===== src/sv/dts_pkg.sv =====
// shared constants, codes and types of the deadline timer scheduler
package dts_pkg;

    localparam int NUM_TIMERS  = 16;
    localparam int TIME_BITS   = 32;
    localparam int MAX_REPORTS = 16;

    localparam int ID_W      = 32;
    localparam int PERIOD_W  = 24;
    localparam int DELAY_W   = 24;
    localparam int CNT_OUT_W = 5;
    localparam int S_DATA_W  = 80;
    localparam int M_DATA_W  = 40;

    localparam int SLOT_W  = (NUM_TIMERS > 1) ? $clog2(NUM_TIMERS) : 1;
    localparam int COUNT_W = $clog2(NUM_TIMERS + 1);
    localparam int KCNT_W  = $clog2(MAX_REPORTS + 1);

    typedef logic [TIME_BITS-1:0] time_t;

    typedef enum logic [1:0] {
        REQ_TICK   = 2'd0,
        REQ_ADD    = 2'd1,
        REQ_CANCEL = 2'd2,
        REQ_CLEAR  = 2'd3
    } req_t;

    typedef enum logic [2:0] {
        EV_EXPIRED   = 3'd0,
        EV_ADDED     = 3'd1,
        EV_FULL      = 3'd2,
        EV_CANCELLED = 3'd3,
        EV_NOT_FOUND = 3'd4,
        EV_CLEARED   = 3'd5
    } ev_t;

    // operands for the shared adder
    typedef struct packed {
        time_t a;
        time_t b;
        logic  sub;
    } alu_in_t;

    typedef struct packed {
        time_t sum;
        logic  expired;
        logic  better;
        logic  id_match;
    } alu_out_t;

endpackage


===== src/sv/dts_alu.sv =====
// shared adder and comparator used for every slot visit and every deadline update
module dts_alu import dts_pkg::*; (
    input  alu_in_t           op,
    input  logic [ID_W-1:0]   slot_id,
    input  time_t             best_lat,
    input  logic [ID_W-1:0]   best_id,
    input  logic [ID_W-1:0]   ref_id,
    output alu_out_t          res
);

    time_t sum;

    always_comb
    begin
        sum = op.sub ? (op.a - op.b) : (op.a + op.b);
        res.sum      = sum;
        // lateness below half the time range means the deadline has passed
        res.expired  = ~sum[TIME_BITS-1];
        res.better   = (sum > best_lat) || ((sum == best_lat) && (slot_id < best_id));
        res.id_match = (slot_id == ref_id);
    end

endmodule


===== src/sv/deadline_timer_scheduler_unit.sv =====
// top level of the deadline timer scheduler: request sequencer and timer table
//
// Timer table of NUM_TIMERS one-shot or periodic timers. One request is taken at a
// time; s_tready is high only while the block is idle. Scans and deadline updates
// use one shared adder/comparator that visits one table slot per cycle. An add or
// cancel scans slots until the first free or matching one, then updates the table
// in ST_FIRE, then offers the result in ST_OUT. A clear answers in the cycle after
// it is taken. A tick makes a full pass over all slots, then an update step, once
// for every reported timer and once more to find that none is left; a quiet tick
// gives no result. Expired timers come out earliest deadline first, each result
// carrying the active count, the last one with m_tlast set.
module deadline_timer_scheduler_unit import dts_pkg::*; (
    input  logic                clk,
    input  logic                rst_n,
    input  logic                s_tvalid,
    output logic                s_tready,
    input  logic [S_DATA_W-1:0] s_tdata,  // delay[23:0], period[47:24], timer_id[79:48]
    input  logic [1:0]          s_tuser,  // req_type[1:0]
    output logic                m_tvalid,
    input  logic                m_tready,
    output logic [M_DATA_W-1:0] m_tdata,  // timer_id_res[31:0], active_count[36:32], zero pad
    output logic [2:0]          m_tuser,  // event_res[2:0]
    output logic                m_tlast
);

    typedef enum logic [3:0] {
        ST_IDLE = 4'b0001,
        ST_SCAN = 4'b0010,
        ST_FIRE = 4'b0100,
        ST_OUT  = 4'b1000
    } state_t;

    state_t                 state_reg;
    req_t                   req_reg;
    logic [DELAY_W-1:0]     delay_reg;
    logic [PERIOD_W-1:0]    period_reg;
    logic [ID_W-1:0]        tid_reg;

    time_t                  time_reg;
    logic [ID_W-1:0]        next_id_reg;
    logic [ID_W-1:0]        next_id_next;
    logic [NUM_TIMERS-1:0]  valid_reg;
    logic [NUM_TIMERS-1:0]  fired_reg;
    logic [COUNT_W-1:0]     count_reg;

    logic [ID_W-1:0]        slot_id_reg       [NUM_TIMERS];
    time_t                  slot_deadline_reg [NUM_TIMERS];
    logic [PERIOD_W-1:0]    slot_period_reg   [NUM_TIMERS];

    logic [SLOT_W-1:0]      idx_reg;
    logic                   found_reg;
    logic [SLOT_W-1:0]      best_idx_reg;
    time_t                  best_lat_reg;
    logic [ID_W-1:0]        best_id_reg;
    logic [KCNT_W-1:0]      k_reg;

    logic                   pend_valid_reg;
    logic [ID_W-1:0]        pend_id_reg;
    logic [COUNT_W-1:0]     pend_count_reg;

    ev_t                    out_event_reg;
    logic [ID_W-1:0]        out_id_reg;
    logic [COUNT_W-1:0]     out_count_reg;
    logic                   out_last_reg;

    logic [SLOT_W-1:0]      rd_idx;
    logic [ID_W-1:0]        rd_id;
    time_t                  rd_deadline;
    logic [PERIOD_W-1:0]    rd_period;
    alu_in_t                alu_in;
    alu_out_t               alu_res;
    logic                   take;
    logic                   scan_done;
    logic                   fire_go;
    logic [COUNT_W-1:0]     fire_count;

    assign s_tready = (state_reg == ST_IDLE);
    assign m_tvalid = (state_reg == ST_OUT);
    assign m_tuser  = out_event_reg;
    assign m_tlast  = out_last_reg;
    assign m_tdata  = {{(M_DATA_W - ID_W - CNT_OUT_W){1'b0}},
                       CNT_OUT_W'(out_count_reg), out_id_reg};

    // single table read port: scan position, or the chosen slot during the update
    assign rd_idx      = (state_reg == ST_FIRE) ? best_idx_reg : idx_reg;
    assign rd_id       = slot_id_reg[rd_idx];
    assign rd_deadline = slot_deadline_reg[rd_idx];
    assign rd_period   = slot_period_reg[rd_idx];

    always_comb
    begin
        if (state_reg == ST_SCAN)
        begin
            alu_in.a   = time_reg;
            alu_in.b   = rd_deadline;
            alu_in.sub = 1'b1;
        end
        else if (req_reg == REQ_TICK)
        begin
            alu_in.a   = rd_deadline;
            alu_in.b   = TIME_BITS'(rd_period);
            alu_in.sub = 1'b0;
        end
        else
        begin
            alu_in.a   = time_reg;
            alu_in.b   = TIME_BITS'(delay_reg);
            alu_in.sub = 1'b0;
        end
    end

    dts_alu u_alu (
        .op       (alu_in),
        .slot_id  (rd_id),
        .best_lat (best_lat_reg),
        .best_id  (best_id_reg),
        .ref_id   (tid_reg),
        .res      (alu_res)
    );

    always_comb
    begin
        case (req_reg)
            REQ_TICK:
                take = valid_reg[idx_reg] && !fired_reg[idx_reg] && alu_res.expired &&
                       (!found_reg || alu_res.better);
            REQ_ADD:
                take = !valid_reg[idx_reg] && !found_reg;
            REQ_CANCEL:
                take = valid_reg[idx_reg] && alu_res.id_match && !found_reg;
            default:
                take = 1'b0;
        endcase
        scan_done = (idx_reg == SLOT_W'(NUM_TIMERS - 1)) || ((req_reg != REQ_TICK) && take);
        fire_go   = found_reg && ((req_reg != REQ_TICK) || (k_reg < KCNT_W'(MAX_REPORTS)));
        // a one-shot timer leaves the table when it fires
        fire_count = (rd_period != '0) ? count_reg : (count_reg - COUNT_W'(1));
        next_id_next = next_id_reg + ID_W'(1);
        if (next_id_next == '0)
        begin
            next_id_next = ID_W'(1);
        end
    end

    always_ff @(posedge clk or negedge rst_n)
    begin
        if (!rst_n)
        begin
            state_reg      <= ST_IDLE;
            req_reg        <= REQ_TICK;
            delay_reg      <= '0;
            period_reg     <= '0;
            tid_reg        <= '0;
            time_reg       <= '0;
            next_id_reg    <= ID_W'(1);
            valid_reg      <= '0;
            fired_reg      <= '0;
            count_reg      <= '0;
            idx_reg        <= '0;
            found_reg      <= 1'b0;
            best_idx_reg   <= '0;
            best_lat_reg   <= '0;
            best_id_reg    <= '0;
            k_reg          <= '0;
            pend_valid_reg <= 1'b0;
            pend_id_reg    <= '0;
            pend_count_reg <= '0;
            out_event_reg  <= EV_EXPIRED;
            out_id_reg     <= '0;
            out_count_reg  <= '0;
            out_last_reg   <= 1'b0;
        end
        else
        begin
            case (state_reg)
                ST_IDLE:
                begin
                    if (s_tvalid)
                    begin
                        req_reg        <= req_t'(s_tuser);
                        delay_reg      <= s_tdata[23:0];
                        period_reg     <= s_tdata[47:24];
                        tid_reg        <= s_tdata[79:48];
                        idx_reg        <= '0;
                        found_reg      <= 1'b0;
                        k_reg          <= '0;
                        pend_valid_reg <= 1'b0;
                        case (req_t'(s_tuser))
                            REQ_TICK:
                            begin
                                time_reg  <= time_reg + TIME_BITS'(1);
                                fired_reg <= '0;
                                state_reg <= ST_SCAN;
                            end
                            REQ_CLEAR:
                            begin
                                valid_reg     <= '0;
                                count_reg     <= '0;
                                out_event_reg <= EV_CLEARED;
                                out_id_reg    <= '0;
                                out_count_reg <= '0;
                                out_last_reg  <= 1'b1;
                                state_reg     <= ST_OUT;
                            end
                            default:
                            begin
                                state_reg <= ST_SCAN;
                            end
                        endcase
                    end
                end
                ST_SCAN:
                begin
                    if (take)
                    begin
                        found_reg    <= 1'b1;
                        best_idx_reg <= idx_reg;
                        best_lat_reg <= alu_res.sum;
                        best_id_reg  <= rd_id;
                    end
                    if (scan_done)
                    begin
                        state_reg <= ST_FIRE;
                    end
                    else
                    begin
                        idx_reg <= idx_reg + SLOT_W'(1);
                    end
                end
                ST_FIRE:
                begin
                    idx_reg   <= '0;
                    found_reg <= 1'b0;
                    case (req_reg)
                        REQ_TICK:
                        begin
                            if (fire_go)
                            begin
                                fired_reg[best_idx_reg] <= 1'b1;
                                k_reg <= k_reg + KCNT_W'(1);
                                if (rd_period == '0)
                                begin
                                    valid_reg[best_idx_reg] <= 1'b0;
                                end
                                count_reg      <= fire_count;
                                pend_valid_reg <= 1'b1;
                                pend_id_reg    <= best_id_reg;
                                pend_count_reg <= fire_count;
                                // the previous report is known not to be the last one now
                                if (pend_valid_reg)
                                begin
                                    out_event_reg <= EV_EXPIRED;
                                    out_id_reg    <= pend_id_reg;
                                    out_count_reg <= pend_count_reg;
                                    out_last_reg  <= 1'b0;
                                    state_reg     <= ST_OUT;
                                end
                                else
                                begin
                                    state_reg <= ST_SCAN;
                                end
                            end
                            else if (pend_valid_reg)
                            begin
                                pend_valid_reg <= 1'b0;
                                out_event_reg  <= EV_EXPIRED;
                                out_id_reg     <= pend_id_reg;
                                out_count_reg  <= pend_count_reg;
                                out_last_reg   <= 1'b1;
                                state_reg      <= ST_OUT;
                            end
                            else
                            begin
                                state_reg <= ST_IDLE;
                            end
                        end
                        REQ_ADD:
                        begin
                            out_last_reg <= 1'b1;
                            state_reg    <= ST_OUT;
                            if (found_reg)
                            begin
                                valid_reg[best_idx_reg] <= 1'b1;
                                count_reg     <= count_reg + COUNT_W'(1);
                                next_id_reg   <= next_id_next;
                                out_event_reg <= EV_ADDED;
                                out_id_reg    <= next_id_reg;
                                out_count_reg <= count_reg + COUNT_W'(1);
                            end
                            else
                            begin
                                out_event_reg <= EV_FULL;
                                out_id_reg    <= '0;
                                out_count_reg <= count_reg;
                            end
                        end
                        REQ_CANCEL:
                        begin
                            out_last_reg <= 1'b1;
                            state_reg    <= ST_OUT;
                            if (found_reg)
                            begin
                                valid_reg[best_idx_reg] <= 1'b0;
                                count_reg     <= count_reg - COUNT_W'(1);
                                out_event_reg <= EV_CANCELLED;
                                out_id_reg    <= tid_reg;
                                out_count_reg <= count_reg - COUNT_W'(1);
                            end
                            else
                            begin
                                out_event_reg <= EV_NOT_FOUND;
                                out_id_reg    <= '0;
                                out_count_reg <= count_reg;
                            end
                        end
                        default:
                        begin
                            state_reg <= ST_IDLE;
                        end
                    endcase
                end
                ST_OUT:
                begin
                    if (m_tready)
                    begin
                        state_reg <= out_last_reg ? ST_IDLE : ST_SCAN;
                    end
                end
                default:
                begin
                    state_reg <= ST_IDLE;
                end
            endcase
        end
    end

    // timer table contents
    always_ff @(posedge clk)
    begin
        if (state_reg == ST_FIRE)
        begin
            if ((req_reg == REQ_ADD) && found_reg)
            begin
                slot_id_reg[best_idx_reg]       <= next_id_reg;
                slot_deadline_reg[best_idx_reg] <= alu_res.sum;
                slot_period_reg[best_idx_reg]   <= period_reg;
            end
            else if ((req_reg == REQ_TICK) && fire_go && (rd_period != '0))
            begin
                slot_deadline_reg[best_idx_reg] <= alu_res.sum;
            end
        end
    end

`ifndef SYNTHESIS
    a_ready_xor_valid: assert property (@(posedge clk) disable iff (!rst_n)
        !(s_tready && m_tvalid))
        else $error("request accepted while a result is pending");

    a_count_matches: assert property (@(posedge clk) disable iff (!rst_n)
        count_reg == COUNT_W'($countones(valid_reg)))
        else $error("active count out of step with table");

    a_id_nonzero: assert property (@(posedge clk) disable iff (!rst_n)
        next_id_reg != '0)
        else $error("id counter reached zero");

    a_last_returns_idle: assert property (@(posedge clk) disable iff (!rst_n)
        (m_tvalid && m_tready && m_tlast) |=> s_tready)
        else $error("not idle after final result");
`endif

endmodule


===== config.mk =====
export PLATFORM = sky130hd
export DESIGN_NAME = deadline_timer_scheduler_unit
export DESIGN_NICKNAME = d
export VERILOG_FILES = /design/src/sv/dts_pkg.sv /design/src/sv/dts_alu.sv /design/src/sv/deadline_timer_scheduler_unit.sv
export SDC_FILE = /design/constraint.sdc
export NUM_CORES = 2
export LEC_CHECK = 0
export ABC_AREA = 1
export BUFFER_PORTS_ARGS = -buffer_cell sky130_fd_sc_hd__buf_2
export CORE_MARGIN = 8
export CORE_UTILIZATION = 30
export DETAILED_ROUTE_END_ITERATION = 7
export HOLD_SLACK_MARGIN = 0.05
export PLACE_DENSITY = 0.55
export SLEW_MARGIN = 20
export SYNTH_ARGS = -nofsm -noshare
export SYNTH_HDL_FRONTEND = slang
export SYNTH_SLANG_ARGS = --single-unit

===== constraint.sdc =====
create_clock -name clk -period 7.22 [get_ports clk]
set_input_delay 0.361 -clock clk [delete_from_list [all_inputs] [get_ports clk]]
set_output_delay 0.361 -clock clk [all_outputs]
set_load 0.005 [all_outputs]

==> impl_metrics.env <==
export IMPL_relSlewSlack=0.258
export IMPL_cp_buffers_inverters=9
export IMPL_whs_ns=0.168
export IMPL_port_buffer_count=128
export IMPL_drive_above_1_share=0.164
export IMPL_clockBufferDepth=3
export IMPL_route_vias_total=57700
export IMPL_fin_area_mm2=0.0959
export IMPL_synth_most_common_cell="nand2_1"
export IMPL_power_density_mw_per_mm2=493
export IMPL_drcViolationCount=0
export IMPL_critPathKind="register to register"
export IMPL_synth_commonest_cells="1578 x nand2_1, 1408 x edfxtp_1, 735 x inv_1, 581 x nand3_1, 573 x o21ai_0"
export IMPL_place_ws_ns=-0.372
export IMPL_period_share=0.988
export IMPL_clockPowerShare=0.208
export IMPL_worstReg2RegStart="state_reg[0]"
export IMPL_synthCells=7298
export IMPL_worstMarginPinSlew_ns=1.11
export IMPL_syn2layout_area_growth_pct=23.0
export IMPL_hold_class="primary input to asynchronous set/reset pin"
export IMPL_drt_pass1_iterations=8
export IMPL_core_area_mm2=0.259
export IMPL_stdcell_count=11400
export IMPL_ys_flop_type="edfxtp_1"
export IMPL_tns_ns=0
export IMPL_io_pin_count=132
export IMPL_cp_required_ns=8.01
export IMPL_grt_pass1_wl_um=373000
export IMPL_netlist_area_mm2=0.0779
export IMPL_slowest_stage="dfstp_2"
export IMPL_seq_area_mm2=0.0509
export IMPL_drtIter0Drc=5326
export IMPL_cp_max_fo=18
export IMPL_die_y_um=526
export IMPL_finalPower_mw=47.3
export IMPL_clockRootBuffer="clkbuf_16"
export IMPL_switching_power_mw=18.7
export IMPL_fin_nets=8028
export IMPL_seqPwrFrac=0.333
export IMPL_htreeDepth=4
export IMPL_dp_hpwl_um=152000
export IMPL_grt_pass1_vias=55900
export IMPL_place_gp_congestion=0.907
export IMPL_synth_top_area_frac=0.543
export IMPL_synth_area_leaders="edfxtp_1 54%, dfrtp_1 11%, nand2_1 7.6%"
export IMPL_clock_sinks=1752
export IMPL_utilization=0.370
export IMPL_antenna_left=0
export IMPL_finClkSkew_ns=0.0909
export IMPL_cts_tree="done"
export IMPL_synthArstFlopShare=0.196
export IMPL_endpoint_kind="register"
export IMPL_ys_warn_count=0
export IMPL_grt_overflow=0
export IMPL_place_area_mm2=0.0856
export IMPL_max_freq_mhz=140
export IMPL_final_setup_worst_slack_ns=0.0877
export IMPL_postRouteWirelength_um=258000
export IMPL_ys_seq_elements=1752
export IMPL_rows=187
export IMPL_nFillCells=25000
export IMPL_drv_slew=0
export IMPL_cp_start_kind="register"
export IMPL_period_minus_slack_ns=7.13
export IMPL_crit_family="simple AND/OR/NAND/NOR gates"
export IMPL_clk_latency_ns=0.88
export IMPL_dieWidth_um=526
export IMPL_power_frac_comb=0.459
export IMPL_yosysTopAreaCell="edfxtp_1"
export IMPL_p_leak_nw=36.9
export IMPL_antenna_found_initial=6
export IMPL_setup_viol=0
export IMPL_die_area_mm2=0.276
export IMPL_cp_startpoint="state_reg[0]"
export IMPL_track_usage=0.176
export IMPL_grt_max_degree=137
export IMPL_switching_share=0.396
export IMPL_start_util=0.301
export IMPL_multi_input_area_mm2=0.0237
export IMPL_rsz0062_at_grt="yes"
export IMPL_ir_worst_vdd_mv=0.611
export IMPL_arrival_ns=7.92
export IMPL_p_int_mw=28.6
export IMPL_hold_viol=0
export IMPL_ys_types=64
export IMPL_numCtsBuffers=186
export IMPL_clkTransAtPathRegs_ns=0.06
export IMPL_dp_cells=10900
export IMPL_avgSynthCellArea_um2=10.7
export IMPL_cap_violations=0
export IMPL_yosysSeqAreaShare=0.653
export IMPL_wl_per_cell_um=22.6
export IMPL_slowest_delay_ns=0.55
export IMPL_viasPerCell=5.06
export IMPL_synth_edf_count=1408
export IMPL_status="finished clean"
-- kinds of logic (layout without fill, tap and decap cells) --
| kind of cell | count (synthesis) | after routing | share of synthesized area |
|---|---|---|---|
| mux | 1 | 1 | 0.000144 |
| compound gates | 1395 | 1395 | 0.108 |
| buf+inv | 1177 | 1875 | 0.0622 |
| fa+ha+maj | 106 | 106 | 0.0171 |
| simple gates | 2771 | 2773 | 0.149 |
| xor+xnor | 95 | 95 | 0.0107 |
| flops | 1752 | 1752 | 0.653 |
| other cells | 1 | 4 | 0.0000481 |
-- path summary, 6_finish.rpt --
path,cells after the start,to,slack (ns)
max reg2reg,42,best_id_reg[31],0.09
min,3,period_reg[4],0.17
min in group clk,4,delay_reg[23],0.25
min reg2reg,1,time_reg[31],0.47
max in group asynchronous,4,m_tuser[2],5.65
max,42,best_id_reg[31],0.09
-- cell usage in the layout, fill, tap and decap left out, types with 53 or more instances in the layout --
cell / instances
nand3_2: 53
inv_1: 727
nand2_1: 1446
o21ai_0: 549
dfrtp_1: 342
o21ai_1: 100
ha_1: 97
edfxtp_1: 1408
nand3_1: 528
xor2_1: 75
nor2_1: 385
o211ai_1: 398
buf_2: 127
buf_12: 80
nand4_1: 103
clkbuf_16: 214
buf_4: 403
nand2_2: 98
a21oi_1: 153
dlygate4sd3_1: 85
-- tightest hold or removal path: stages --
cell           delay (ns)
dlygate4sd3_1        0.56
buf_8                0.21
buf_16               0.25
-- final cells by class --
| cell class | count | area share |
|---|---|---|
| clock buffer | 257 | 0.0542 |
| timing repair buffer | 770 | 0.0814 |
| sequential | 1752 | 0.531 |
| multi-input combinational | 4373 | 0.247 |
| clock inverter | 95 | 0.0121 |
| tap | 3402 | 0.0444 |
| inverter | 753 | 0.0297 |
| antenna | 1 | 0.0000261 |
-- routing by layer --
layer	wire length, um	track usage
met3	16300	0.0267
met4	10900	0.0681
met2	124000	0.300
met1	106000	0.227
met5	25	0
-- power by group through the flow --
stage / logic [mW] / registers, mW / clock network, mW
2_1_floorplan: 10.7 / 15.7 / 0
3_3_place_gp: 19.0 / 15.9 / 0
3_5_place_dp: 19.3 / 15.9 / 0
4_1_cts: 19.9 / 15.7 / 9.98
5_1_grt: 23.7 / 15.8 / 10.4
6_report: 21.7 / 15.7 / 9.83
-- what timing repair did --
| item | in CTS | in global routing |
|---|---|---|
| gates resized for setup | 87 | 316 |
| cloned | 11 | 31 |
| hold endpoints to repair | 127 | 0 |
| pin swaps | 3 | 64 |
| buffers inserted | 16 | 44 |
| endpoints found under the setup margin | 69 | 69 |
| hold buffers | 86 | 0 |
No activity file was read; power rests on OpenSTA's default activity.
